$ cat src/rtl/cclp_pkg.sv
// Shared types and constants of the clock command line parser.
// No dependencies; imported by cclp_judge, clock_command_line_parser and the testbench.
`default_nettype none

package cclp_pkg;

  localparam int unsigned LineMax = 5;

  localparam logic [2:0] LINE_MAX_CNT  = 3'd5;
  localparam logic [2:0] LINE_OVER_CNT = 3'd6;

  localparam logic [1:0] OP_CABLE = 2'd0;
  localparam logic [1:0] OP_RADIO = 2'd1;
  localparam logic [1:0] OP_TICK  = 2'd2;

  localparam logic [7:0] CH_NL    = 8'h0A;
  localparam logic [7:0] CH_TAB   = 8'h09;
  localparam logic [7:0] CH_VT    = 8'h0B;
  localparam logic [7:0] CH_FF    = 8'h0C;
  localparam logic [7:0] CH_CR    = 8'h0D;
  localparam logic [7:0] CH_SPACE = 8'h20;
  localparam logic [7:0] CH_ZERO  = 8'h30;
  localparam logic [7:0] CH_ONE   = 8'h31;
  localparam logic [7:0] CH_FOUR  = 8'h34;
  localparam logic [7:0] CH_EIGHT = 8'h38;
  localparam logic [7:0] CH_NINE  = 8'h39;
  localparam logic [7:0] CH_B     = 8'h42;
  localparam logic [7:0] CH_H     = 8'h48;
  localparam logic [7:0] CH_T     = 8'h54;

  localparam logic [11:0] TICK_MAX      = 12'd4095;
  localparam logic [11:0] SILENCE_RESET = 12'd2100;
  localparam logic [2:0]  CHANNEL_RESET = 3'd1;

  localparam logic CFG_OWN_CHANNEL   = 1'b0;
  localparam logic CFG_SILENCE_LIMIT = 1'b1;

  typedef enum logic [2:0] {
    EV_NONE      = 3'd0,
    EV_TIME_SET  = 3'd1,
    EV_HONK      = 3'd2,
    EV_B_OK      = 3'd3,
    EV_REJECT    = 3'd4,
    EV_LINK_LOST = 3'd5
  } event_e;

  typedef logic [LineMax-1:0][7:0] line_t;

  typedef struct packed {
    event_e     ev;
    logic [6:0] new_time;
    logic [3:0] bright;
    logic       time_up;
  } verdict_t;

endpackage

`default_nettype wire

$ cat src/rtl/cclp_judge.sv
// Line checker: matches a finished line against the T and H/B forms.
// Depends on cclp_pkg.
`default_nettype none

module cclp_judge
  import cclp_pkg::*;
(
  input  line_t      line_i,
  input  logic [2:0] len_i,
  input  logic       check_channel_i,
  input  logic [2:0] own_channel_i,
  input  logic [6:0] held_time_i,
  output verdict_t   verdict_o
);

  logic [7:0] last_char;
  logic       chan_ok;
  logic       short_ok;
  logic       long_ok;
  logic [3:0] tens;
  logic [3:0] ones;
  logic [6:0] time_val;

  always_comb begin
    last_char = (len_i == 3'd2) ? line_i[1] : line_i[4];
    chan_ok   = !check_channel_i || (last_char == (CH_ZERO + {5'd0, own_channel_i}));
    short_ok  = (line_i[0] == CH_H || line_i[0] == CH_B) &&
                line_i[1] >= CH_ONE && line_i[1] <= CH_FOUR;
    long_ok   = line_i[0] == CH_T &&
                line_i[1] >= CH_ZERO && line_i[1] <= CH_NINE &&
                line_i[2] >= CH_ZERO && line_i[2] <= CH_NINE &&
                line_i[3] >= CH_ONE  && line_i[3] <= CH_EIGHT &&
                line_i[4] >= CH_ONE  && line_i[4] <= CH_FOUR;
    tens      = line_i[1][3:0];
    ones      = line_i[2][3:0];
    time_val  = ({3'd0, tens} << 3) + ({3'd0, tens} << 1) + {3'd0, ones};

    verdict_o          = '0;
    verdict_o.ev       = EV_REJECT;
    verdict_o.new_time = held_time_i;
    if (chan_ok) begin
      if (len_i == 3'd2 && short_ok) begin
        verdict_o.ev = (line_i[0] == CH_H) ? EV_HONK : EV_B_OK;
      end else if (len_i == LINE_MAX_CNT && long_ok) begin
        verdict_o.ev       = EV_TIME_SET;
        verdict_o.new_time = time_val;
        verdict_o.bright   = line_i[3][3:0];
        verdict_o.time_up  = (time_val == 7'd0) && (held_time_i != 7'd0);
      end
    end
  end

endmodule

`default_nettype wire

$ cat src/rtl/clock_command_line_parser.sv
// Top level of the clock command line parser: input stage, line buffers,
// link timer and result register. Depends on cclp_pkg and cclp_judge.
//
// Usage:
//   Requests enter on in_valid_i/in_ready_o with operation_i (cable byte,
//   radio byte or millisecond tick), data_byte_i and packet_end_i. Every
//   request yields exactly one result on out_valid_o/out_ready_i carrying
//   event_res_o, shot_time_o, brightness_o, time_up_o, link_active_o and
//   cable_mode_o.
//   The line check and state update run between the input register and the
//   result register.
//   Throughput is one request per cycle while out_ready_i stays high; a new
//   request is taken while the previous result is still held.
//   When out_ready_i is low the result register holds and the input register
//   fills; in_ready_o then drops until the result is taken.
//   The user must write configuration (cfg_we_i, cfg_index_i, cfg_data_i)
//   only while idle; the block itself does not enforce this. Index 0 is the
//   own channel, index 1 the silence limit.
//   Reset clears counts, link, cable mode, held time and both registers to
//   their defaults (channel 1, silence limit 2100). No clearing pass.
`default_nettype none

module clock_command_line_parser
  import cclp_pkg::*;
(
  input  logic        clk_i,
  input  logic        rst_ni,
  input  logic        cfg_we_i,
  input  logic        cfg_index_i,
  input  logic [11:0] cfg_data_i,
  input  logic        in_valid_i,
  output logic        in_ready_o,
  input  logic [1:0]  operation_i,
  input  logic [7:0]  data_byte_i,
  input  logic        packet_end_i,
  output logic        out_valid_o,
  input  logic        out_ready_i,
  output logic [2:0]  event_res_o,
  output logic [6:0]  shot_time_o,
  output logic [3:0]  brightness_o,
  output logic        time_up_o,
  output logic        link_active_o,
  output logic        cable_mode_o
);

  logic [2:0]  own_channel_q;
  logic [11:0] silence_limit_q;

  logic        in_valid_q;
  logic [1:0]  op_q;
  logic [7:0]  byte_q;
  logic        pend_q;

  line_t       cable_buf_q;
  line_t       radio_buf_q;
  logic [2:0]  cable_cnt_q, cable_cnt_d;
  logic [2:0]  radio_cnt_q, radio_cnt_d;
  logic        cable_mode_q, cable_mode_d;
  logic        link_q, link_d;
  logic [11:0] ticks_q, ticks_d;
  logic [6:0]  held_q, held_d;

  logic        out_valid_q;
  event_e      ev_q, ev_d;
  logic [3:0]  bright_q, bright_d;
  logic        tup_q, tup_d;

  logic        advance;
  logic        cable_wr;
  logic        radio_wr;
  logic        is_space;
  line_t       radio_line;
  logic [2:0]  radio_len;
  line_t       judge_line;
  logic [2:0]  judge_len;
  verdict_t    verdict;
  logic [11:0] ticks_inc;

  assign advance    = in_valid_q && (!out_valid_q || out_ready_i);
  assign in_ready_o = !in_valid_q || advance;

  assign is_space = byte_q == CH_SPACE || byte_q == CH_TAB || byte_q == CH_CR ||
                    byte_q == CH_VT || byte_q == CH_FF;

  always_comb begin
    radio_line = radio_buf_q;
    if (radio_cnt_q < LINE_MAX_CNT) begin
      radio_line[radio_cnt_q] = byte_q;
      radio_len               = radio_cnt_q + 3'd1;
    end else begin
      radio_len = LINE_OVER_CNT;
    end
  end

  assign judge_line = (op_q == OP_CABLE) ? cable_buf_q : radio_line;
  assign judge_len  = (op_q == OP_CABLE) ? cable_cnt_q : radio_len;

  cclp_judge u_judge (
    .line_i          (judge_line),
    .len_i           (judge_len),
    .check_channel_i (op_q == OP_RADIO),
    .own_channel_i   (own_channel_q),
    .held_time_i     (held_q),
    .verdict_o       (verdict)
  );

  assign ticks_inc = (ticks_q < TICK_MAX) ? ticks_q + 12'd1 : ticks_q;

  always_comb begin
    cable_cnt_d  = cable_cnt_q;
    radio_cnt_d  = radio_cnt_q;
    cable_mode_d = cable_mode_q;
    link_d       = link_q;
    ticks_d      = ticks_q;
    held_d       = held_q;
    ev_d         = EV_NONE;
    bright_d     = 4'd0;
    tup_d        = 1'b0;
    cable_wr     = 1'b0;
    radio_wr     = 1'b0;
    case (op_q)
      OP_CABLE: begin
        if (byte_q == CH_NL) begin
          cable_mode_d = 1'b1;
          link_d       = 1'b1;
          ticks_d      = 12'd0;
          cable_cnt_d  = 3'd0;
          ev_d         = verdict.ev;
          bright_d     = verdict.bright;
          tup_d        = verdict.time_up;
          held_d       = verdict.new_time;
        end else if (!is_space) begin
          if (cable_cnt_q < LINE_MAX_CNT) begin
            cable_wr    = 1'b1;
            cable_cnt_d = cable_cnt_q + 3'd1;
          end else begin
            cable_cnt_d = LINE_OVER_CNT;
          end
        end
      end
      OP_RADIO: begin
        if (cable_mode_q) begin
          radio_cnt_d = 3'd0;
        end else begin
          radio_wr    = radio_cnt_q < LINE_MAX_CNT;
          radio_cnt_d = radio_len;
          if (pend_q) begin
            link_d      = 1'b1;
            ticks_d     = 12'd0;
            radio_cnt_d = 3'd0;
            ev_d        = verdict.ev;
            bright_d    = verdict.bright;
            tup_d       = verdict.time_up;
            held_d      = verdict.new_time;
          end
        end
      end
      OP_TICK: begin
        if (link_q) begin
          ticks_d = ticks_inc;
          if (ticks_inc >= silence_limit_q) begin
            link_d       = 1'b0;
            cable_mode_d = 1'b0;
            ev_d         = EV_LINK_LOST;
          end
        end
      end
      default: begin
      end
    endcase
  end

  always_ff @(posedge clk_i or negedge rst_ni) begin
    if (!rst_ni) begin
      own_channel_q   <= CHANNEL_RESET;
      silence_limit_q <= SILENCE_RESET;
    end else if (cfg_we_i) begin
      unique case (cfg_index_i)
        CFG_OWN_CHANNEL:   own_channel_q   <= cfg_data_i[2:0];
        CFG_SILENCE_LIMIT: silence_limit_q <= cfg_data_i;
        default: begin
        end
      endcase
    end
  end

  always_ff @(posedge clk_i or negedge rst_ni) begin
    if (!rst_ni) begin
      in_valid_q <= 1'b0;
    end else if (in_ready_o) begin
      in_valid_q <= in_valid_i;
    end
  end

  always_ff @(posedge clk_i) begin
    if (in_valid_i && in_ready_o) begin
      op_q   <= operation_i;
      byte_q <= data_byte_i;
      pend_q <= packet_end_i;
    end
  end

  always_ff @(posedge clk_i) begin
    if (advance && cable_wr) begin
      cable_buf_q[cable_cnt_q] <= byte_q;
    end
    if (advance && radio_wr) begin
      radio_buf_q[radio_cnt_q] <= byte_q;
    end
  end

  always_ff @(posedge clk_i or negedge rst_ni) begin
    if (!rst_ni) begin
      cable_cnt_q  <= 3'd0;
      radio_cnt_q  <= 3'd0;
      cable_mode_q <= 1'b0;
      link_q       <= 1'b0;
      ticks_q      <= 12'd0;
      held_q       <= 7'd0;
      out_valid_q  <= 1'b0;
      ev_q         <= EV_NONE;
      bright_q     <= 4'd0;
      tup_q        <= 1'b0;
    end else if (advance) begin
      cable_cnt_q  <= cable_cnt_d;
      radio_cnt_q  <= radio_cnt_d;
      cable_mode_q <= cable_mode_d;
      link_q       <= link_d;
      ticks_q      <= ticks_d;
      held_q       <= held_d;
      out_valid_q  <= 1'b1;
      ev_q         <= ev_d;
      bright_q     <= bright_d;
      tup_q        <= tup_d;
    end else if (out_ready_i) begin
      out_valid_q <= 1'b0;
    end
  end

  assign out_valid_o   = out_valid_q;
  assign event_res_o   = ev_q;
  assign shot_time_o   = held_q;
  assign brightness_o  = bright_q;
  assign time_up_o     = tup_q;
  assign link_active_o = link_q;
  assign cable_mode_o  = cable_mode_q;

endmodule

`default_nettype wire

$ cat config.mk
export PLATFORM = sky130hd
export DESIGN_NAME = clock_command_line_parser
export DESIGN_NICKNAME = d
export VERILOG_FILES = /design/src/rtl/cclp_pkg.sv /design/src/rtl/cclp_judge.sv /design/src/rtl/clock_command_line_parser.sv
export SDC_FILE = /design/constraint.sdc
export NUM_CORES = 1
export LEC_CHECK = 0
export ABC_AREA = 1
export BUFFER_PORTS_ARGS = -buffer_cell sky130_fd_sc_hd__buf_2
export CORE_MARGIN = 5
export CORE_UTILIZATION = 61
export CTS_CLUSTER_DIAMETER = 150
export DETAILED_ROUTE_END_ITERATION = 6
export PLACE_DENSITY = 0.83
export REMOVE_ABC_BUFFERS = 1
export SLEW_MARGIN = 20
export SYNTH_ARGS = -nofsm -noshare
export SYNTH_HDL_FRONTEND = slang
export SYNTH_SLANG_ARGS = --single-unit
$ cat constraint.sdc
create_clock -name clk_i -period 6.5 [get_ports clk_i]
set_clock_uncertainty 0.15 [all_clocks]
set_input_delay 0.65 -clock clk_i [delete_from_list [all_inputs] [get_ports clk_i]]
set_output_delay 0.65 -clock clk_i [all_outputs]
set_load 0.01 [all_outputs]
==> flow_summary.toml <==
[layout]
layout-drive-gt1-share_pct = 14.0
fin_nets = 992
fillers = 1031
area_growth_pct = 12.2
antennaDiodeCount = 0

[clocking]
cts_setup_buffers = 0
cts_resized = 0
clkLatencyLatePin_ns = 0.42
cts_tree = "built"
clockBufferDepth = 2
ctsRootBufferMaster = "clkbuf_16"
path_clk_slew_ns = 0.06
cts_made_buffers = 17
postCtsHoldBufs = 0
cts.sinks = 143
cts_max_level = 4

[grt]
grt_first_pass_wirelength_mm = 28.9
overflow = 0
grt_start_max_net_pins = 53
antenna_found_initial = 0
gr-usage-all-layers_pct = 25.3
grt_pass1_vias = 5803

[timing]
post-route-min-period_ns = 3.86
slew_viol_final = 0
hold_violations = 0
fin_crit_sh_pct = 59.4
tightestPinTransition_ns = 0.892
max_freq_mhz = 259
setup-violations-final = 0
layout_setup_ws_ns = 2.64
max_slew_margin_pct = 40.3
rsz0062_at_grt = "false"
tns_ns = 0

[worst_setup_path]
reg2reg_slack_ns = 2.64
cp_max_fo = 18
crit_type = "reg2reg"
crit_start = "radio_cnt_q[0]"
r2r_end = "time_up_o"
cp-start-kind = "flip-flop"
crit_path_end_kind = "flip-flop"
required_ns = 6.69
critPathCapture = "time_up_o"
rr_startpoint = "radio_cnt_q[0]"
r2r_cells = 13
arrival_ns = 4.05

[logic_synthesis]
ys.flop_type = "edfxtp_1"
netlist_instances = 890
synth_area_mm2 = 0.00770
synth_compound_area_share_pct = 7.70
avgSynthCellArea_um2 = 8.65
yosysWarningCount = 0
synth_simple_gate_area_share_pct = 26.8
synth_top_family_by_area = "simple AND/OR/NAND/NOR gates"
synthArstFlopShare_pct = 36.4
yosys-mux-area-fraction_pct = 0
synth_fa_ha_area_share_pct = 3.83
ys_seq_elements = 143
synth.distinct_cells = 47
synth_edf_count = 91
yosysSeqAreaShare_pct = 52.5
synth_xor_area_share_pct = 0.910

[routing]
wirelength_mm = 17.7
met2_wirelength_mm = 7.95
wl_per_cell_um = 15.7
wl_met1_mm = 7.52
drt_iter0_drc = 550
dr_total_vias = 6204
top_layer = "met4"
dr.pass1.iters = 5
ant_nets = 0
viasPerCell = 5.51
dr_wl_met3_mm = 1.71
drc = 0

[die]
core_mm2 = 0.0125
die_w_um = 122
die_y_um = 122
initial_core_util_pct = 61.5
io_pins = 48
row_count = 41
die-area_mm2 = 0.0150

[run]
drv_cap = 0

[pwr]
switching_power_mw = 1.11
combPwrFrac_pct = 30.6
pwr_density_cell_mw_per_mm2 = 356
switching_share_pct = 36.2
pwr-share-clk_pct = 30.9
irDropWorstVdd_mv = 0.220
leakage_nw = 4.09
p_seq_share_pct = 38.5
p_int_mw = 1.96

[placement]
gp_congestion = 0.951
dp_hpwl_mm = 12.4
numPortBuffers = 47
pre_cts_slack_ns = 2.77

[run_status]
status = "finished, final reports clean"

[min_path]
hold_class = "in2async"
## area by class of cell
type	instances	area, µm²	area share [%]
repair buffers	52	273	3.16
flip-flops and latches	143	4040	46.8
clock buffers	18	439	5.08
well taps	172	215	2.49
clock inverters	14	143	1.65
multi-input cells	596	3040	35.2
inverters	130	488	5.65
## state kept, by name, indices dropped and copies added, names as in the netlist, 2 cells and up
signal,cells
brightness_o,4
shot_time_o,7
cable_buf_q,40
silence_limit_q,12
radio_buf_q,40
ticks_q,12
cable_cnt_q,3
own_channel_q,3
radio_cnt_q,3
byte_q,8
op_q,2
event_res_o,3
## critical path: stages, from the launching register on
cell	delay (ns)
dfrtp_1	0.84
clkinv_1	0.31
nand3_2	0.28
o21ai_0	0.15
a21oi_1	0.22
inv_1	0.09
ha_1	0.32
inv_1	0.07
fa_1	0.45
xor2_1	0.27
nand3_1	0.11
a211oi_1	0.26
nand3_1	0.10
o21ai_0	0.15
## cell families after synthesis
group                      after synthesis
AOI/OAI and AO/OA                       99
xor gates and xnor gates                 8
adders and majority gates               23
buffers and inverters                  151
DFF                                    143
and+or+nand+nor                        466
## layer usage
metal	up-vias	global-route usage, %
met4	0	10.2
li1	3040	-
met3	50	6.50
met2	295	38.0
met5	-	0
met1	2819	35.3
## worst min path at each step
stage                             startpoint                 end  slack, ns  cells past startpoint
after detailed placement  silence_limit_q[5]  silence_limit_q[5]       0.33                      2
after global placement    silence_limit_q[5]  silence_limit_q[5]       0.32                      2
after global routing          data_byte_i[1]           byte_q[1]       0.24                      1
after CTS                             rst_ni      shot_time_o[0]       0.22                      2
final                                 rst_ni      shot_time_o[0]       0.19                      2
after floorplan                       rst_ni     brightness_o[0]       0.20                      0
## cell usage in the layout (no fill, tap or decap), types with 3 or more instances in the layout
cell type | synthesis | layout
clkinvlp_4 | 0 | 4
buf_4 | 3 | 5
edfxtp_1 | 91 | 91
xor2_1 | 6 | 6
nor3_2 | 1 | 3
inv_2 | 3 | 3
clkbuf_16 | 0 | 17
o21ai_2 | 12 | 12
dfrtp_1 | 47 | 47
nand4_1 | 14 | 14
nand2_1 | 248 | 248
inv_1 | 125 | 125
clkinv_1 | 2 | 4
nor2_2 | 4 | 4
or2_2 | 5 | 5
and2_1 | 8 | 8
nand3_1 | 87 | 87
nand2_2 | 9 | 9
o22ai_1 | 8 | 8
nor4_1 | 4 | 3
nand3_2 | 4 | 4
o21ai_0 | 39 | 39
ha_1 | 22 | 22
nor3_1 | 7 | 5
o21ai_1 | 5 | 5
a21oi_1 | 23 | 23
nor2_1 | 67 | 67
dfstp_2 | 5 | 5
buf_2 | 6 | 47
clkinv_4 | 0 | 3
## power by group through the flow
stage,logic [mW],clock network [mW],registers [mW]
after floorplan,0.691,0,1.17
after global placement,0.886,0,1.19
after detailed placement,0.914,0,1.19
after CTS,0.929,0.958,1.18
after global routing,1.06,1.00,1.19
final,0.939,0.951,1.18
## Yosys cell counts, drive strengths merged, types with 4 or more instances
master | n | share of area (%)
dfstp | 5 | 1.7
nand4 | 14 | 1.1
nor4 | 4 | 0.32
edfxtp | 91 | 35
a21oi | 23 | 1.5
buf | 17 | 1.8
xor2 | 6 | 0.68
nor3 | 8 | 0.58
dfrtp | 47 | 15
nor2 | 73 | 4.0
o22ai | 8 | 0.65
inv | 128 | 6.2
clkbuf | 4 | 0.19
or2 | 7 | 0.57
and2 | 8 | 0.65
nand2 | 258 | 13
o21ai | 57 | 4.4
nand3 | 92 | 6.4
ha | 22 | 3.6
## stage by stage
stage | power [mW] | cell area (µm²) | instances | util (%) | hold WS, ns
2_1_floorplan | 1.87 | 7550 | 869 | - | 0.204
4_1_cts | 3.07 | 8630 | 1125 | 68.9 | 0.215
3_5_place_dp | 2.11 | 8050 | 1093 | 64.3 | 0.326
5_1_grt | 3.25 | 8640 | 1125 | 69.0 | 0.238
6_report | 3.07 | 8640 | 1125 | 69.0 | 0.193
3_3_place_gp | 2.08 | 8050 | 1093 | 64.3 | 0.322
Power figures use the tool's default switching activity.
